==> src/rtl/gcfd_pkg.sv <==
// Shared types, constants and the read sequence table of the frame decoder.
// Used by the front end, the event queue, the back end and the top level.
// Depends on nothing.
package gcfd_pkg;

  localparam int PayloadDepth = 64;
  localparam int PayloadAw    = $clog2(PayloadDepth);

  localparam logic [7:0] Sync1      = 8'h55;
  localparam logic [7:0] Sync2      = 8'hAA;
  localparam logic [7:0] IdGps      = 8'h10;
  localparam logic [7:0] IdCompass  = 8'h20;
  localparam logic [7:0] IdVersion  = 8'h30;
  localparam logic [7:0] LenGps     = 8'h3A;
  localparam logic [7:0] LenCompass = 8'h06;
  localparam logic [7:0] LenVersion = 8'h0C;

  localparam int QueueDepth = 2;
  localparam int QueuePtrW  = (QueueDepth > 1) ? $clog2(QueueDepth) : 1;
  localparam int QueueCntW  = $clog2(QueueDepth + 1);

  // Payload addresses the back end fetches.
  localparam int GpsMaskAddr     = 55;
  localparam int CompassMaskAddr = 4;
  localparam int SatAddr         = 48;
  localparam int FixTypeAddr     = 50;
  localparam int FixFlagsAddr    = 52;

  // Capture slots in the back end, in fetch order for a gps frame.
  localparam int NumSlots    = 36;
  localparam int SlotAw      = $clog2(NumSlots);
  localparam int SlotMask    = 0;
  localparam int SlotTime    = 1;
  localparam int SlotLon     = 5;
  localparam int SlotLat     = 9;
  localparam int SlotAlt     = 13;
  localparam int SlotVelN    = 17;
  localparam int SlotVelE    = 21;
  localparam int SlotDown    = 25;
  localparam int SlotDopN    = 29;
  localparam int SlotDopE    = 31;
  localparam int SlotSat     = 33;
  localparam int SlotFixType = 34;
  localparam int SlotFixFlag = 35;
  localparam int GpsReads     = 36;
  localparam int CompassReads = 5;

  localparam logic [7:0] FixType2d    = 8'd2;
  localparam logic [7:0] FixType3d    = 8'd3;
  localparam int         FixFlagDgps  = 1;
  localparam logic [3:0] HourBumpLimit = 4'd7;

  localparam logic [1:0] FIX_NONE = 2'd0;
  localparam logic [1:0] FIX_2D   = 2'd1;
  localparam logic [1:0] FIX_3D   = 2'd2;
  localparam logic [1:0] FIX_DIFF = 2'd3;

  typedef enum logic [1:0] {
    KIND_GPS     = 2'd0,
    KIND_COMPASS = 2'd1,
    KIND_VERSION = 2'd2
  } kind_e;

  typedef enum logic [2:0] {
    PH_HUNT_SYNC1 = 3'd0,
    PH_HUNT_SYNC2 = 3'd1,
    PH_ID         = 3'd2,
    PH_LEN        = 3'd3,
    PH_PAYLOAD    = 3'd4,
    PH_CK_A       = 3'd5,
    PH_CK_B       = 3'd6
  } phase_e;

  typedef enum logic [2:0] {
    BK_IDLE,
    BK_READ,
    BK_DRAIN,
    BK_MAG,
    BK_CALC,
    BK_OUT
  } back_state_e;

  typedef struct packed {
    logic                 en;
    logic [PayloadAw-1:0] addr;
  } rd_req_t;

  typedef struct packed {
    logic payload_lock;
    logic queue_full;
  } front_stall_t;

  typedef struct packed {
    logic [1:0]  kind;
    logic [15:0] clock_res;
    logic [16:0] date;
    logic [31:0] lon_or_mag_x;
    logic [31:0] lat_or_mag_y;
    logic [31:0] alt_mm;
    logic [31:0] vel_north;
    logic [31:0] vel_east;
    logic [31:0] climb;
    logic [15:0] dop_north;
    logic [15:0] dop_east;
    logic [9:0]  sat_fix;
  } result_t;

  // Payload address fetched at a given step of the back end's read sequence.
  function automatic logic [PayloadAw-1:0] read_addr(kind_e kind, logic [SlotAw-1:0] step);
    logic [7:0] s;
    logic [7:0] a;
    s = 8'(step);
    if (kind == KIND_COMPASS) begin
      if (s == 8'(SlotMask)) a = 8'(CompassMaskAddr);
      else a = s - 8'(SlotTime);
    end else begin
      if (s == 8'(SlotMask)) a = 8'(GpsMaskAddr);
      else if (s < 8'(SlotVelN)) a = s - 8'(SlotTime);        // bytes 0..15
      else if (s < 8'(SlotDopN)) a = s + 8'd11;               // bytes 28..39
      else if (s < 8'(SlotSat)) a = s + 8'd15;                // bytes 44..47
      else if (s == 8'(SlotSat)) a = 8'(SatAddr);
      else if (s == 8'(SlotFixType)) a = 8'(FixTypeAddr);
      else a = 8'(FixFlagsAddr);
    end
    return PayloadAw'(a);
  endfunction

endpackage

==> src/rtl/gcfd_in_if.sv <==
// Byte input channel of the frame decoder: valid/ready handshake and one byte.
// No dependencies.
interface gcfd_in_if;
  logic       valid;
  logic       ready;
  logic [7:0] rx_byte;

  modport source (output valid, rx_byte, input ready);
  modport sink (input valid, rx_byte, output ready);
endinterface

==> src/rtl/gcfd_out_if.sv <==
// Result channel of the frame decoder: valid/ready handshake and decoded fields.
// No dependencies.
interface gcfd_out_if;
  logic               valid;
  logic               ready;
  logic [1:0]         kind;
  logic [15:0]        clock_res;
  logic [16:0]        date;
  logic signed [31:0] lon_or_mag_x;
  logic signed [31:0] lat_or_mag_y;
  logic signed [31:0] alt_mm;
  logic signed [31:0] vel_north;
  logic signed [31:0] vel_east;
  logic signed [31:0] climb;
  logic signed [15:0] dop_north;
  logic signed [15:0] dop_east;
  logic [9:0]         sat_fix;

  modport source (output valid, kind, clock_res, date, lon_or_mag_x, lat_or_mag_y, alt_mm,
                  vel_north, vel_east, climb, dop_north, dop_east, sat_fix, input ready);
  modport sink (input valid, kind, clock_res, date, lon_or_mag_x, lat_or_mag_y, alt_mm,
                vel_north, vel_east, climb, dop_north, dop_east, sat_fix, output ready);
endinterface

==> src/rtl/gcfd_front.sv <==
// Front end: frame sync, id/length checks, running sums and the payload store.
// Depends on gcfd_pkg.
module gcfd_front
  import gcfd_pkg::*;
(
  input  logic         clk_i,
  input  logic         rst_ni,
  input  logic         valid_i,
  input  logic [7:0]   byte_i,
  output logic         ready_o,
  input  front_stall_t stall_i,
  output logic         push_o,
  output kind_e        push_kind_o,
  input  rd_req_t      rd_req_i,
  output logic [7:0]   rd_data_o
);

  phase_e               phase_q, phase_d;
  kind_e                kind_q, kind_d;
  logic [5:0]           len_q, len_d;
  logic [PayloadAw-1:0] count_q, count_d;
  logic [7:0]           sum_a_q, sum_a_d;
  logic [7:0]           sum_b_q, sum_b_d;
  logic [7:0]           sum_a_add, sum_b_add;
  logic                 accept;
  logic                 mem_we;
  logic [7:0]           mem [PayloadDepth];
  logic [7:0]           rd_data_q;

  // Payload waits while the back end owns the frame; CK_B, on a full queue.
  assign ready_o = !((phase_q == PH_PAYLOAD) && stall_i.payload_lock) &&
                   !((phase_q == PH_CK_B) && stall_i.queue_full);
  assign accept  = valid_i && ready_o;

  assign sum_a_add = sum_a_q + byte_i;
  assign sum_b_add = sum_b_q + sum_a_add;

  always_comb begin
    phase_d = phase_q;
    kind_d  = kind_q;
    len_d   = len_q;
    count_d = count_q;
    sum_a_d = sum_a_q;
    sum_b_d = sum_b_q;
    push_o  = 1'b0;
    mem_we  = 1'b0;
    if (accept) begin
      case (phase_q)
        PH_HUNT_SYNC1: begin
          if (byte_i == Sync1) phase_d = PH_HUNT_SYNC2;
        end
        PH_HUNT_SYNC2: begin
          if (byte_i == Sync2) begin
            sum_a_d = '0;
            sum_b_d = '0;
            phase_d = PH_ID;
          end else begin
            phase_d = PH_HUNT_SYNC1;
          end
        end
        PH_ID: begin
          phase_d = PH_LEN;
          sum_a_d = sum_a_add;
          sum_b_d = sum_b_add;
          if (byte_i == IdGps) kind_d = KIND_GPS;
          else if (byte_i == IdCompass) kind_d = KIND_COMPASS;
          else if (byte_i == IdVersion) kind_d = KIND_VERSION;
          else begin
            phase_d = PH_HUNT_SYNC1;
            sum_a_d = sum_a_q;
            sum_b_d = sum_b_q;
          end
        end
        PH_LEN: begin
          if (byte_i == LenGps || byte_i == LenCompass || byte_i == LenVersion) begin
            len_d   = byte_i[5:0];
            count_d = '0;
            sum_a_d = sum_a_add;
            sum_b_d = sum_b_add;
            phase_d = PH_PAYLOAD;
          end else begin
            phase_d = PH_HUNT_SYNC1;
          end
        end
        PH_PAYLOAD: begin
          mem_we  = 1'b1;
          count_d = count_q + 1'b1;
          sum_a_d = sum_a_add;
          sum_b_d = sum_b_add;
          if (6'(count_d) >= len_q) phase_d = PH_CK_A;
        end
        PH_CK_A: begin
          phase_d = (byte_i == sum_a_q) ? PH_CK_B : PH_HUNT_SYNC1;
        end
        PH_CK_B: begin
          phase_d = PH_HUNT_SYNC1;
          push_o  = (byte_i == sum_b_q);
        end
        default: begin
          phase_d = PH_HUNT_SYNC1;
          sum_a_d = '0;
          sum_b_d = '0;
          count_d = '0;
          len_d   = '0;
        end
      endcase
    end
  end

  assign push_kind_o = kind_q;

  always_ff @(posedge clk_i or negedge rst_ni) begin
    if (!rst_ni) begin
      phase_q <= PH_HUNT_SYNC1;
      kind_q  <= KIND_GPS;
      len_q   <= '0;
      count_q <= '0;
      sum_a_q <= '0;
      sum_b_q <= '0;
    end else begin
      phase_q <= phase_d;
      kind_q  <= kind_d;
      len_q   <= len_d;
      count_q <= count_d;
      sum_a_q <= sum_a_d;
      sum_b_q <= sum_b_d;
    end
  end

  always_ff @(posedge clk_i) begin
    if (mem_we) mem[count_q] <= byte_i;
  end

  always_ff @(posedge clk_i) begin
    if (rd_req_i.en) rd_data_q <= mem[rd_req_i.addr];
  end

  assign rd_data_o = rd_data_q;

endmodule

==> src/rtl/gcfd_queue.sv <==
// Short queue of good-frame events between the front end and the back end.
// Depends on gcfd_pkg.
module gcfd_queue
  import gcfd_pkg::*;
(
  input  logic  clk_i,
  input  logic  rst_ni,
  input  logic  push_i,
  input  kind_e push_kind_i,
  input  logic  pop_i,
  output kind_e pop_kind_o,
  output logic  empty_o,
  output logic  full_o
);

  kind_e                entry_q [QueueDepth];
  logic [QueuePtrW-1:0] wr_ptr_q, rd_ptr_q;
  logic [QueueCntW-1:0] count_q;
  logic                 do_push, do_pop;

  assign empty_o    = (count_q == '0);
  assign full_o     = (count_q == QueueCntW'(QueueDepth));
  assign do_push    = push_i && !full_o;
  assign do_pop     = pop_i && !empty_o;
  assign pop_kind_o = entry_q[rd_ptr_q];

  always_ff @(posedge clk_i) begin
    if (do_push) entry_q[wr_ptr_q] <= push_kind_i;
  end

  always_ff @(posedge clk_i or negedge rst_ni) begin
    if (!rst_ni) begin
      wr_ptr_q <= '0;
      rd_ptr_q <= '0;
      count_q  <= '0;
    end else begin
      if (do_push) begin
        wr_ptr_q <= (wr_ptr_q == QueuePtrW'(QueueDepth - 1)) ? '0 : wr_ptr_q + 1'b1;
      end
      if (do_pop) begin
        rd_ptr_q <= (rd_ptr_q == QueuePtrW'(QueueDepth - 1)) ? '0 : rd_ptr_q + 1'b1;
      end
      if (do_push && !do_pop) count_q <= count_q + 1'b1;
      else if (do_pop && !do_push) count_q <= count_q - 1'b1;
    end
  end

endmodule

==> src/rtl/gcfd_back.sv <==
// Back end: fetches the payload bytes of a good frame, unmasks and decodes them,
// tracks the compass range and holds the result. Depends on gcfd_pkg.
module gcfd_back
  import gcfd_pkg::*;
(
  input  logic       clk_i,
  input  logic       rst_ni,
  input  logic       queue_empty_i,
  input  kind_e      pop_kind_i,
  output logic       pop_o,
  output rd_req_t    rd_req_o,
  input  logic [7:0] rd_data_i,
  output logic       reading_o,
  output logic       res_valid_o,
  input  logic       res_ready_i,
  output result_t    res_o
);

  back_state_e       state_q, state_d;
  kind_e             kind_q, kind_d;
  logic [SlotAw-1:0] step_q, step_d;
  logic [SlotAw-1:0] last_step;
  logic              cap_valid_q;
  logic [SlotAw-1:0] cap_slot_q;
  logic [7:0]        slot_q [NumSlots];
  logic [7:0]        ux [NumSlots];
  logic [7:0]        mask, r, cmask;
  logic signed [15:0] mag_x, mag_y;
  logic signed [15:0] x_max_q, x_min_q, y_max_q, y_min_q;
  logic signed [16:0] x_sum, y_sum, x_mid, y_mid;
  logic signed [17:0] dx, dy;
  logic [31:0]       t_word, down;
  logic [5:0]        day;
  logic [1:0]        fix;
  result_t           res_d, res_q;

  assign last_step = (kind_q == KIND_COMPASS) ? SlotAw'(CompassReads - 1)
                                              : SlotAw'(GpsReads - 1);

  always_comb begin
    state_d  = state_q;
    kind_d   = kind_q;
    step_d   = step_q;
    pop_o    = 1'b0;
    rd_req_o = '0;
    case (state_q)
      BK_IDLE: begin
        if (!queue_empty_i) begin
          pop_o   = 1'b1;
          kind_d  = pop_kind_i;
          step_d  = '0;
          state_d = (pop_kind_i == KIND_VERSION) ? BK_CALC : BK_READ;
        end
      end
      BK_READ: begin
        rd_req_o.en   = 1'b1;
        rd_req_o.addr = read_addr(kind_q, step_q);
        step_d        = step_q + 1'b1;
        if (step_q == last_step) state_d = BK_DRAIN;
      end
      BK_DRAIN: state_d = (kind_q == KIND_COMPASS) ? BK_MAG : BK_CALC;
      BK_MAG:   state_d = BK_CALC;
      BK_CALC:  state_d = BK_OUT;
      BK_OUT: begin
        if (res_ready_i) state_d = BK_IDLE;
      end
      default: state_d = BK_IDLE;
    endcase
  end

  assign reading_o   = (state_q == BK_READ);
  assign res_valid_o = (state_q == BK_OUT);
  assign res_o       = res_q;

  // Compass mask is scrambled from payload byte 4; gps uses byte 55 directly.
  assign r     = slot_q[SlotMask];
  assign cmask = {r[4:1], r[7:4] ^ r[3:0]} ^ {r[0], 3'b000, r[0], 3'b000};
  assign mask  = (kind_q == KIND_COMPASS) ? cmask : r;

  always_comb begin
    for (int i = 0; i < NumSlots; i++) ux[i] = slot_q[i] ^ mask;
  end

  assign mag_x = {ux[SlotTime + 1], ux[SlotTime]};
  assign mag_y = {ux[SlotTime + 3], ux[SlotTime + 2]};

  // Midpoints truncate toward zero, as a signed halving does.
  assign x_sum = {x_max_q[15], x_max_q} + {x_min_q[15], x_min_q};
  assign y_sum = {y_max_q[15], y_max_q} + {y_min_q[15], y_min_q};
  assign x_mid = $signed(x_sum + {16'b0, x_sum[16]}) >>> 1;
  assign y_mid = $signed(y_sum + {16'b0, y_sum[16]}) >>> 1;
  assign dx    = {{2{mag_x[15]}}, mag_x} - {x_mid[16], x_mid};
  assign dy    = {{2{mag_y[15]}}, mag_y} - {y_mid[16], y_mid};

  assign t_word = {ux[SlotTime + 3], ux[SlotTime + 2], ux[SlotTime + 1], ux[SlotTime]};
  assign down   = {ux[SlotDown + 3], ux[SlotDown + 2], ux[SlotDown + 1], ux[SlotDown]};
  assign day    = {1'b0, t_word[20:16]} + {5'b0, (t_word[15:12] > HourBumpLimit)};

  always_comb begin
    if (ux[SlotFixType] == FixType2d) fix = FIX_2D;
    else if (ux[SlotFixType] == FixType3d) fix = FIX_3D;
    else fix = FIX_NONE;
    if (fix != FIX_NONE && ux[SlotFixFlag][FixFlagDgps]) fix = FIX_DIFF;
  end

  always_comb begin
    res_d      = '0;
    res_d.kind = kind_q;
    case (kind_q)
      KIND_GPS: begin
        res_d.clock_res    = t_word[15:0];
        res_d.date         = {t_word[31:25], t_word[24:21], day};
        res_d.lon_or_mag_x = {ux[SlotLon + 3], ux[SlotLon + 2], ux[SlotLon + 1], ux[SlotLon]};
        res_d.lat_or_mag_y = {ux[SlotLat + 3], ux[SlotLat + 2], ux[SlotLat + 1], ux[SlotLat]};
        res_d.alt_mm       = {ux[SlotAlt + 3], ux[SlotAlt + 2], ux[SlotAlt + 1], ux[SlotAlt]};
        res_d.vel_north    = {ux[SlotVelN + 3], ux[SlotVelN + 2], ux[SlotVelN + 1],
                              ux[SlotVelN]};
        res_d.vel_east     = {ux[SlotVelE + 3], ux[SlotVelE + 2], ux[SlotVelE + 1],
                              ux[SlotVelE]};
        res_d.climb        = (down == 32'h8000_0000) ? 32'h7FFF_FFFF : (32'd0 - down);
        res_d.dop_north    = {ux[SlotDopN + 1], ux[SlotDopN]};
        res_d.dop_east     = {ux[SlotDopE + 1], ux[SlotDopE]};
        res_d.sat_fix      = {slot_q[SlotSat], fix};
      end
      KIND_COMPASS: begin
        res_d.lon_or_mag_x = {{14{dx[17]}}, dx};
        res_d.lat_or_mag_y = {{14{dy[17]}}, dy};
      end
      default: ;
    endcase
  end

  always_ff @(posedge clk_i or negedge rst_ni) begin
    if (!rst_ni) begin
      state_q     <= BK_IDLE;
      kind_q      <= KIND_GPS;
      step_q      <= '0;
      cap_valid_q <= 1'b0;
      x_max_q     <= '0;
      x_min_q     <= '0;
      y_max_q     <= '0;
      y_min_q     <= '0;
    end else begin
      state_q     <= state_d;
      kind_q      <= kind_d;
      step_q      <= step_d;
      cap_valid_q <= rd_req_o.en;
      if (state_q == BK_MAG) begin
        if (mag_x > x_max_q) x_max_q <= mag_x;
        if (mag_x < x_min_q) x_min_q <= mag_x;
        if (mag_y > y_max_q) y_max_q <= mag_y;
        if (mag_y < y_min_q) y_min_q <= mag_y;
      end
    end
  end

  always_ff @(posedge clk_i) begin
    cap_slot_q <= step_q;
    if (cap_valid_q) slot_q[cap_slot_q] <= rd_data_i;
    if (state_q == BK_CALC) res_q <= res_d;
  end

endmodule

==> src/rtl/gps_compass_frame_decoder_core.sv <==
// Top level of the gps/compass frame decoder.
// Depends on gcfd_pkg, gcfd_in_if, gcfd_out_if, gcfd_front, gcfd_queue, gcfd_back.
//
// Usage:
//   rx_i carries one received byte per transaction (valid/ready). res_o carries
//   one decoded result per good frame: kind, gps time/date, position, altitude,
//   velocities, climb, dops and satellite/fix, or compass x/y centered on the
//   tracked range midpoints. Fields a frame kind does not define read as zero.
//   Bytes are taken one per cycle while the decoder is ready. After the last checksum byte of a
//   good frame the back end fetches the stored payload one byte per cycle:
//   36 fetches for gps, 5 for compass, none for version. The result is valid
//   after the queue pop, the fetches, the last capture, the compass range update
//   (compass only) and the result register; version skips the fetches and capture.
//   Header, id and length bytes of the next frame are accepted meanwhile;
//   its payload bytes wait until the fetches are done.
//   A stalled result holds res_o steady; the next frame may then complete and
//   wait in the queue, and the payload bytes of the frame after it stall.
//   Reset returns the decoder to hunting for the header, clears the running
//   sums and the compass range; the payload memory is not cleared.
module gps_compass_frame_decoder_core
  import gcfd_pkg::*;
(
  input  logic       clk_i,
  input  logic       rst_ni,
  gcfd_in_if.sink    rx_i,
  gcfd_out_if.source res_o
);

  front_stall_t stall;
  logic         push, pop, q_empty, q_full, reading;
  kind_e        push_kind, pop_kind;
  rd_req_t      rd_req;
  logic [7:0]   rd_data;
  result_t      res;

  assign stall.payload_lock = !q_empty || reading;
  assign stall.queue_full   = q_full;

  gcfd_front u_front (
    .clk_i       (clk_i),
    .rst_ni      (rst_ni),
    .valid_i     (rx_i.valid),
    .byte_i      (rx_i.rx_byte),
    .ready_o     (rx_i.ready),
    .stall_i     (stall),
    .push_o      (push),
    .push_kind_o (push_kind),
    .rd_req_i    (rd_req),
    .rd_data_o   (rd_data)
  );

  gcfd_queue u_queue (
    .clk_i       (clk_i),
    .rst_ni      (rst_ni),
    .push_i      (push),
    .push_kind_i (push_kind),
    .pop_i       (pop),
    .pop_kind_o  (pop_kind),
    .empty_o     (q_empty),
    .full_o      (q_full)
  );

  gcfd_back u_back (
    .clk_i         (clk_i),
    .rst_ni        (rst_ni),
    .queue_empty_i (q_empty),
    .pop_kind_i    (pop_kind),
    .pop_o         (pop),
    .rd_req_o      (rd_req),
    .rd_data_i     (rd_data),
    .reading_o     (reading),
    .res_valid_o   (res_o.valid),
    .res_ready_i   (res_o.ready),
    .res_o         (res)
  );

  assign res_o.kind         = res.kind;
  assign res_o.clock_res    = res.clock_res;
  assign res_o.date         = res.date;
  assign res_o.lon_or_mag_x = $signed(res.lon_or_mag_x);
  assign res_o.lat_or_mag_y = $signed(res.lat_or_mag_y);
  assign res_o.alt_mm       = $signed(res.alt_mm);
  assign res_o.vel_north    = $signed(res.vel_north);
  assign res_o.vel_east     = $signed(res.vel_east);
  assign res_o.climb        = $signed(res.climb);
  assign res_o.dop_north    = $signed(res.dop_north);
  assign res_o.dop_east     = $signed(res.dop_east);
  assign res_o.sat_fix      = res.sat_fix;

endmodule
==> src/flat_wrapper.sv <==
// flat-port wrapper written by rule: the top's interface ports become plain ports
module gps_compass_frame_decoder_core_flat import gcfd_pkg::*;
  (clk_i, rst_ni, rx_i_valid, rx_i_rx_byte, rx_i_ready, res_o_valid, res_o_kind, res_o_clock_res, res_o_date, res_o_lon_or_mag_x, res_o_lat_or_mag_y, res_o_alt_mm, res_o_vel_north, res_o_vel_east, res_o_climb, res_o_dop_north, res_o_dop_east, res_o_sat_fix, res_o_ready);
  gcfd_in_if rx_i_i ();
  gcfd_out_if res_o_i ();
  input  logic clk_i;
  input  logic rst_ni;
  input wire logic [$bits(rx_i_i.valid)-1:0] rx_i_valid;
  input wire logic [$bits(rx_i_i.rx_byte)-1:0] rx_i_rx_byte;
  output wire logic [$bits(rx_i_i.ready)-1:0] rx_i_ready;
  output wire logic [$bits(res_o_i.valid)-1:0] res_o_valid;
  output wire logic [$bits(res_o_i.kind)-1:0] res_o_kind;
  output wire logic [$bits(res_o_i.clock_res)-1:0] res_o_clock_res;
  output wire logic [$bits(res_o_i.date)-1:0] res_o_date;
  output wire logic [$bits(res_o_i.lon_or_mag_x)-1:0] res_o_lon_or_mag_x;
  output wire logic [$bits(res_o_i.lat_or_mag_y)-1:0] res_o_lat_or_mag_y;
  output wire logic [$bits(res_o_i.alt_mm)-1:0] res_o_alt_mm;
  output wire logic [$bits(res_o_i.vel_north)-1:0] res_o_vel_north;
  output wire logic [$bits(res_o_i.vel_east)-1:0] res_o_vel_east;
  output wire logic [$bits(res_o_i.climb)-1:0] res_o_climb;
  output wire logic [$bits(res_o_i.dop_north)-1:0] res_o_dop_north;
  output wire logic [$bits(res_o_i.dop_east)-1:0] res_o_dop_east;
  output wire logic [$bits(res_o_i.sat_fix)-1:0] res_o_sat_fix;
  input wire logic [$bits(res_o_i.ready)-1:0] res_o_ready;
  assign rx_i_i.valid = rx_i_valid;
  assign rx_i_i.rx_byte = rx_i_rx_byte;
  assign rx_i_ready = rx_i_i.ready;
  assign res_o_valid = res_o_i.valid;
  assign res_o_kind = res_o_i.kind;
  assign res_o_clock_res = res_o_i.clock_res;
  assign res_o_date = res_o_i.date;
  assign res_o_lon_or_mag_x = res_o_i.lon_or_mag_x;
  assign res_o_lat_or_mag_y = res_o_i.lat_or_mag_y;
  assign res_o_alt_mm = res_o_i.alt_mm;
  assign res_o_vel_north = res_o_i.vel_north;
  assign res_o_vel_east = res_o_i.vel_east;
  assign res_o_climb = res_o_i.climb;
  assign res_o_dop_north = res_o_i.dop_north;
  assign res_o_dop_east = res_o_i.dop_east;
  assign res_o_sat_fix = res_o_i.sat_fix;
  assign res_o_i.ready = res_o_ready;
  gps_compass_frame_decoder_core u_core (.clk_i(clk_i), .rst_ni(rst_ni), .rx_i(rx_i_i), .res_o(res_o_i));
endmodule
==> config.mk <==
export PLATFORM = sky130hd
export DESIGN_NAME = gps_compass_frame_decoder_core_flat
export DESIGN_NICKNAME = d
export VERILOG_FILES = /design/src/rtl/gcfd_pkg.sv /design/src/rtl/gcfd_in_if.sv /design/src/rtl/gcfd_out_if.sv /design/src/rtl/gcfd_front.sv /design/src/rtl/gcfd_queue.sv /design/src/rtl/gcfd_back.sv /design/src/rtl/gps_compass_frame_decoder_core.sv /design/src/flat_wrapper.sv
export SDC_FILE = /design/constraint.sdc
export NUM_CORES = 2
export LEC_CHECK = 0
export BUFFER_PORTS_ARGS = -buffer_cell sky130_fd_sc_hd__buf_4
export CORE_MARGIN = 3
export CORE_UTILIZATION = 25
export DETAILED_ROUTE_END_ITERATION = 10
export HOLD_SLACK_MARGIN = 0.12
export RECOVER_POWER = 100
export SLEW_MARGIN = 0
export SYNTH_ARGS = -nofsm -noshare
export SYNTH_HDL_FRONTEND = slang
export SYNTH_SLANG_ARGS = --single-unit
==> constraint.sdc <==
create_clock -name clk_i -period 9.5 [get_ports clk_i]
set_input_delay 1.9 -clock clk_i [delete_from_list [all_inputs] [get_ports clk_i]]
set_output_delay 1.9 -clock clk_i [all_outputs]
set_load 0.01 [all_outputs]
## Word-level counts from Yosys, hierarchy flattened

Memories as Yosys holds them, arrays and structs flattened. A register that Yosys moved wholly into a read port is not among the register bits.
Index checks and enable logic that the tools add are counted.

| operators by class | value |
|---|---|
| multiply operators | 0 |
| shift-type cells | 0 |
| add/subtract/negate cells | 19 |
| div/mod/pow operators | 0 |
| multiplexer cells | 67 |
| reductions and logical operators | 44 |
| eq/ne operators | 38 |
| order comparisons | 9 |
| bitwise operators | 41 |

Operators with widths:

| kind | count |
|---|---|
| $xor 8x8->8 | 34 |
| $pmux 64 s2 | 1 |
| $mux 8 | 10 |
| $pmux 8 s5 | 2 |
| $mux 6 | 10 |
| $pmux 3 s6 | 2 |
| $add 16x16->17 | 2 |
| $add 17x1->17 | 2 |
| $sub 16x16->17 | 2 |
| $mux 3 | 11 |
| $eq 32x32->1 const B | 1 |
| $gt 16x16->1 | 2 |
| $lt 16x16->1 | 2 |
| $sub 1x32->32 const A | 1 |
| $mux 31 | 1 |
| $eq 8x6->1 const B | 3 |
| $mux 2 | 12 |
| $pmux 6 s2 | 2 |
| $pmux 6 s3 | 1 |
| $add 8x8->8 | 2 |
| $eq 8x2->1 const B | 2 |
| $eq 8x8->1 | 2 |
| $eq 3x3->1 const B | 5 |
| $reduce_and 3->1 | 5 |
| other kinds (44) | 101 |

| word-level totals | value |
|---|---|
| register bits | 388 |
| bits in latches | 0 |
| memories kept | 3 |
| bits in writable memories | 804 |
| bits of input ports | 12 |
| ROM bits | 0 |

Memories:

| memory | words | bits a word | read ports | clocked after Yosys merged registers in | write ports | RTL line | source |
|---|---|---|---|---|---|---|---|
| u_core.u_front.mem | 64 | 8 | 1 | 1 | 1 | gcfd_front.sv:27 | `logic [7:0] mem [PayloadDepth];` |
| u_core.u_back.slot_q | 36 | 8 | 36 | 1 | 1 | gcfd_back.sv:25 | `logic [7:0] slot_q [NumSlots];` |
| u_core.u_queue.entry_q | 2 | 2 | 1 | 0 | 1 | gcfd_queue.sv:16 | `kind_e entry_q [QueueDepth];` |

## Depth between registers and ports, before layout

| depth | value |
|---|---|
| word-level depth | 13 |
| gate-level depth with buffers | 25 |
| mapped depth without buffers | 24 |

## Modules after synthesis

A second synthesis with hierarchy kept.

| second synthesis, totals | value |
|---|---|
| cell total of the unflattened synthesis | 3,535 |
| area, all modules | 53,595.2 um2 |

Modules (own cells, without submodules):

| module | instances | sequential area each (um2) | cells each | area each (um2) |
|---|---|---|---|---|
| gcfd_back | 1 | 18,537.8 | 2,390 | 30,859.6 |
| gcfd_front | 1 | 16,440.8 | 1,119 | 22,390.2 |
| gcfd_queue | 1 | 220.2 | 25 | 339.1 |
| gps_compass_frame_decoder_core | 1 | 0.0 | 1 | 6.3 |

## Least setup slack after synthesis

Ideal clock, no wire load.

| timing path | value |
|---|---|
| path type | flip-flop to flip-flop |
| from | reg u_core.u_back.state_q[2] |
| to | reg u_core.u_back.res_q, in the netlist u_core.u_back.res_o[0] (enable) |
| cell stages (with the launch flop) | 3 |
| arrival | 6,732 ps |
| clock period less this slack | 7,398 ps |
| required time | 8,834 ps |
| setup slack | 2,102 ps |
| cells stage by stage | dfrtp_1 clkbuf_1 and3_1 |

| on the way | value |
|---|---|
| word-level cells in the longest chain between the ends | 1 |

Ends and longest elaborated chain:

| item | RTL line | source |
|---|---|---|
| start: declaration | gcfd_back.sv:19 | `back_state_e state_q, state_d;` |
| start signal: assignment | gcfd_back.sv:144 | `state_q <= state_d;` |
| $eq 3x3->1 | gcfd_back.sv:160 | `if (state_q == BK_CALC) res_q <= res_d;` |
| end signal: assignment | gcfd_back.sv:160 |  |
| end: declaration | gcfd_back.sv:35 | `result_t res_d, res_q;` |

No other way between the ends.
A chain may end at the register's enable or synchronous reset.

## Worst setup path after layout

| timing path | value |
|---|---|
| from | reg u_core.u_back.state_q[0] |
| to | reg u_core.u_back.res_q, in the netlist u_core.u_back.res_o[109] (enable) |

Same word-level chain as after synthesis.

==> flow_summary.toml <==
[clock_network]
cts.clk_slew.worst_paths_ns = 0.06
ctsResizeCount = 0
hold_buffers = 0
htree_levels = 4
cts_tree = "yes"
clk_latency_ns = 0.77
clockBufferDepth = 3
clkSinkCount = 1193
root_buffer = "clkbuf_16"
numCtsBuffers = 130
post_cts_buffers = 0

[setup_path]
crit_required_ns = 9.87
criticalPathCategory = "flip-flop to flip-flop"
arrival_ns = 7.88
start_kind = "flip-flop"
end_kind = "flip-flop"
critPathMaxFanout = 166

[synthesis]
yosys.area.top_type = "edfxtp_1"
netlist_area_um2 = 54700
syn_nets = 4427
avgSynthCellArea_um2 = 12.9
netlist.area_leader.share_pct = 58.9
ys_seq_elements = 1193
synthDistinctLibCells = 95
synth_edf_count = 1074
ys_async_sr_fraction_pct = 9.47
yosys_warnings = 0
synthTopCellsByArea = "edfxtp_1, dfrtp_1, ha_1, xnor2_1, xor2_1"
yosys_most_used_dff = "edfxtp_1"
yosysSeqAreaShare_pct = 64.3
syn_inst = 4244

[place]
io_buffers = 282
globalplace.congestion = 0.865
dp_slack_ns = 3.17
hpwl_mm = 97.2

[worst_hold_path]
min_path_type = "flip-flop to flip-flop"

[sta]
fin_skew_ns = 0.0254
fin_crit_sh_pct = 79.0
max-slew-margin-rel_pct = -263
slew_violations = 1342
hold_violations = 0
setup_viol_count_final = 0
fmaxAchievable_mhz = 133
fin_setup_tns_ns = 0
worst_pin_slew_ns = 5.44
postLayoutSetupSlackWorst_ns = 1.99
fin_crit_ns = 7.51
rsz0062_at_grt = "no"

[final_layout]
antennaDiodeCount = 0
syn_to_final_growth_pct = 15.3
finalNetCount = 4675
drive_gt1_share_pct = 6.91

[grt]
antenna_found_initial = 3
met1_usage_pct = 17.2
gr-max-usage-layer = "met2"
grt_pass1_wl_mm = 220
grt_pass1_vias = 33600
gr-total-overflow = 0
grt_usage_pct = 12.9
grt_util_met3_pct = 2.12
grt_max_degree = 167
met2_usage_pct = 21.4

[power]
power_density_nw_per_um2 = 377
total_leakage_power_nw = 21.5
max-vdd-ir-drop_v = 0.000247

[floorplanning]
die-area_um2 = 225000
core-area_um2 = 217000
die_w_um = 474
std_cell_rows = 171
pin_count = 283
die_h_um = 474
initial_core_util_pct = 25.2

[route]
wl_per_cell_um = 20.1
first_pass_iters = 5
ant_nets = 0
num_vias = 34700
drt-total-wl_mm = 150
routed_via_density = 4.66
drc = 0
drt_iter0_drc = 3340

[run_status]
status = "finished, violations left"
failed_checks = "capacitance limit, slew limit"

[run]
max_cap_violations = 26
[where the power goes]
group	leakage (nW)	switching [mW]	internal, mW
registers	11.2	0.560	7.04
clock network	2.02	2.14	2.82
logic	8.23	7.34	3.93
[layer usage]
metal / up-vias / share of wire (%)
met3: 203 / 6.3
met4: 0 / 2.7
met5: - / 0
met2: 1175 / 47
met1: 17200 / 44
li1: 16100 / -
[cells in the final DEF (no fill, tap or decap), drive strengths merged, types with 39 or more instances in the layout]
cell / n
mux2i: 71
edfxtp: 1074
nand2b: 39
nor2: 361
nor3: 41
a311oi: 57
clkinv: 49
inv: 132
xor2: 188
nand3: 82
clkbuf: 470
a21oi: 148
buf: 44
xnor2: 217
nand2: 410
a21o: 40
dfrtp: 113
and2: 122
a31oi: 70
o21ai: 131
a211oi: 133
mux2: 47
ha: 165
[synth_stat cells (all sizes together) (38+ instances only)]
cell / instances
o21ai: 131
and2: 122
a211oi: 133
nand2: 410
nand3: 82
xor2: 188
edfxtp: 1074
and3: 38
nor3: 41
clkbuf: 173
a21oi: 148
a21o: 40
a31oi: 70
dfrtp: 113
a311oi: 57
nor2: 361
mux2i: 71
buf: 59
nand2b: 39
xnor2: 217
ha: 165
inv: 120
mux2: 47
[worst max-delay path: stages (launching register included)]
cell      delay [ns]
dfrtp_1         0.43
inv_1           0.13
and3_1          1.69
clkbuf_2        2.96
clkbuf_2        1.48
[path summary, 6_finish.rpt]
kind	startpoint	to	slack, ns	cells after the start
setup / recovery	u_core.u_back.state_q[0]	u_core.u_back.res_o[109]	1.99	4
hold / removal	u_core.u_queue.wr_ptr_q	u_core.u_queue.wr_ptr_q	0.48	1
setup reg to reg	u_core.u_back.state_q[0]	u_core.u_back.res_o[109]	1.99	4
hold reg to reg	u_core.u_queue.wr_ptr_q	u_core.u_queue.wr_ptr_q	0.48	1
max in group asynchronous	rst_ni	u_core.u_back.kind_q[0]	5.29	2
min in group asynchronous	rst_ni	u_core.u_front.sum_b_q[2]	2.01	1
[cells by family (layout without fill, tap and decap cells)]
group	Yosys count	count (layout)	synth area share [%]
AND/OR/NAND/NOR	1270	1270	11.1
AO/OA/AOI/OAI	730	730	9.00
XOR/XNOR	408	408	6.63
multiplexers	120	120	2.38
flip-flops	1193	1193	64.3
adder cells (fa/ha/maj)	171	171	3.99
buffers and inverters	352	708	2.58
[layout make-up]
class | instances | area, um2
Timing Repair Buffer | 348 | 1500
Fill cell | 22200 | 154000
Sequential cell | 1193 | 35200
Clock buffer | 166 | 3430
Inverter | 120 | 450
Clock inverter | 74 | 737
Tap cell | 2854 | 3570
Multi-Input combinational cell | 2699 | 18200
[per-stage QoR]
stage	power [mW]	cells	hold WS, ns	util (%)	cell area, um2
final	23.8	7454	0.483	29.0	63100
after global routing	25.3	7454	0.507	29.0	63100
after CTS	24.3	7454	0.486	29.6	64300
after detailed placement	19.2	7214	0.475	27.7	60200
after global placement	19.1	7214	0.461	27.7	60200
after floorplan	15.1	4244	0.342	-	54700
[registers in the layout (all words and copies together), names as in the netlist, 16 cells and up]
name and flops:
u_core.u_back.y_min_q 16, u_core.u_back.slot_q 281, u_core.u_front.mem 512, u_core.u_back.x_min_q 16, u_core.u_back.y_max_q 16, u_core.u_back.x_max_q 16
u_core.u_back.res_o 269
Note: power is estimated with default switching activity, not from simulation.
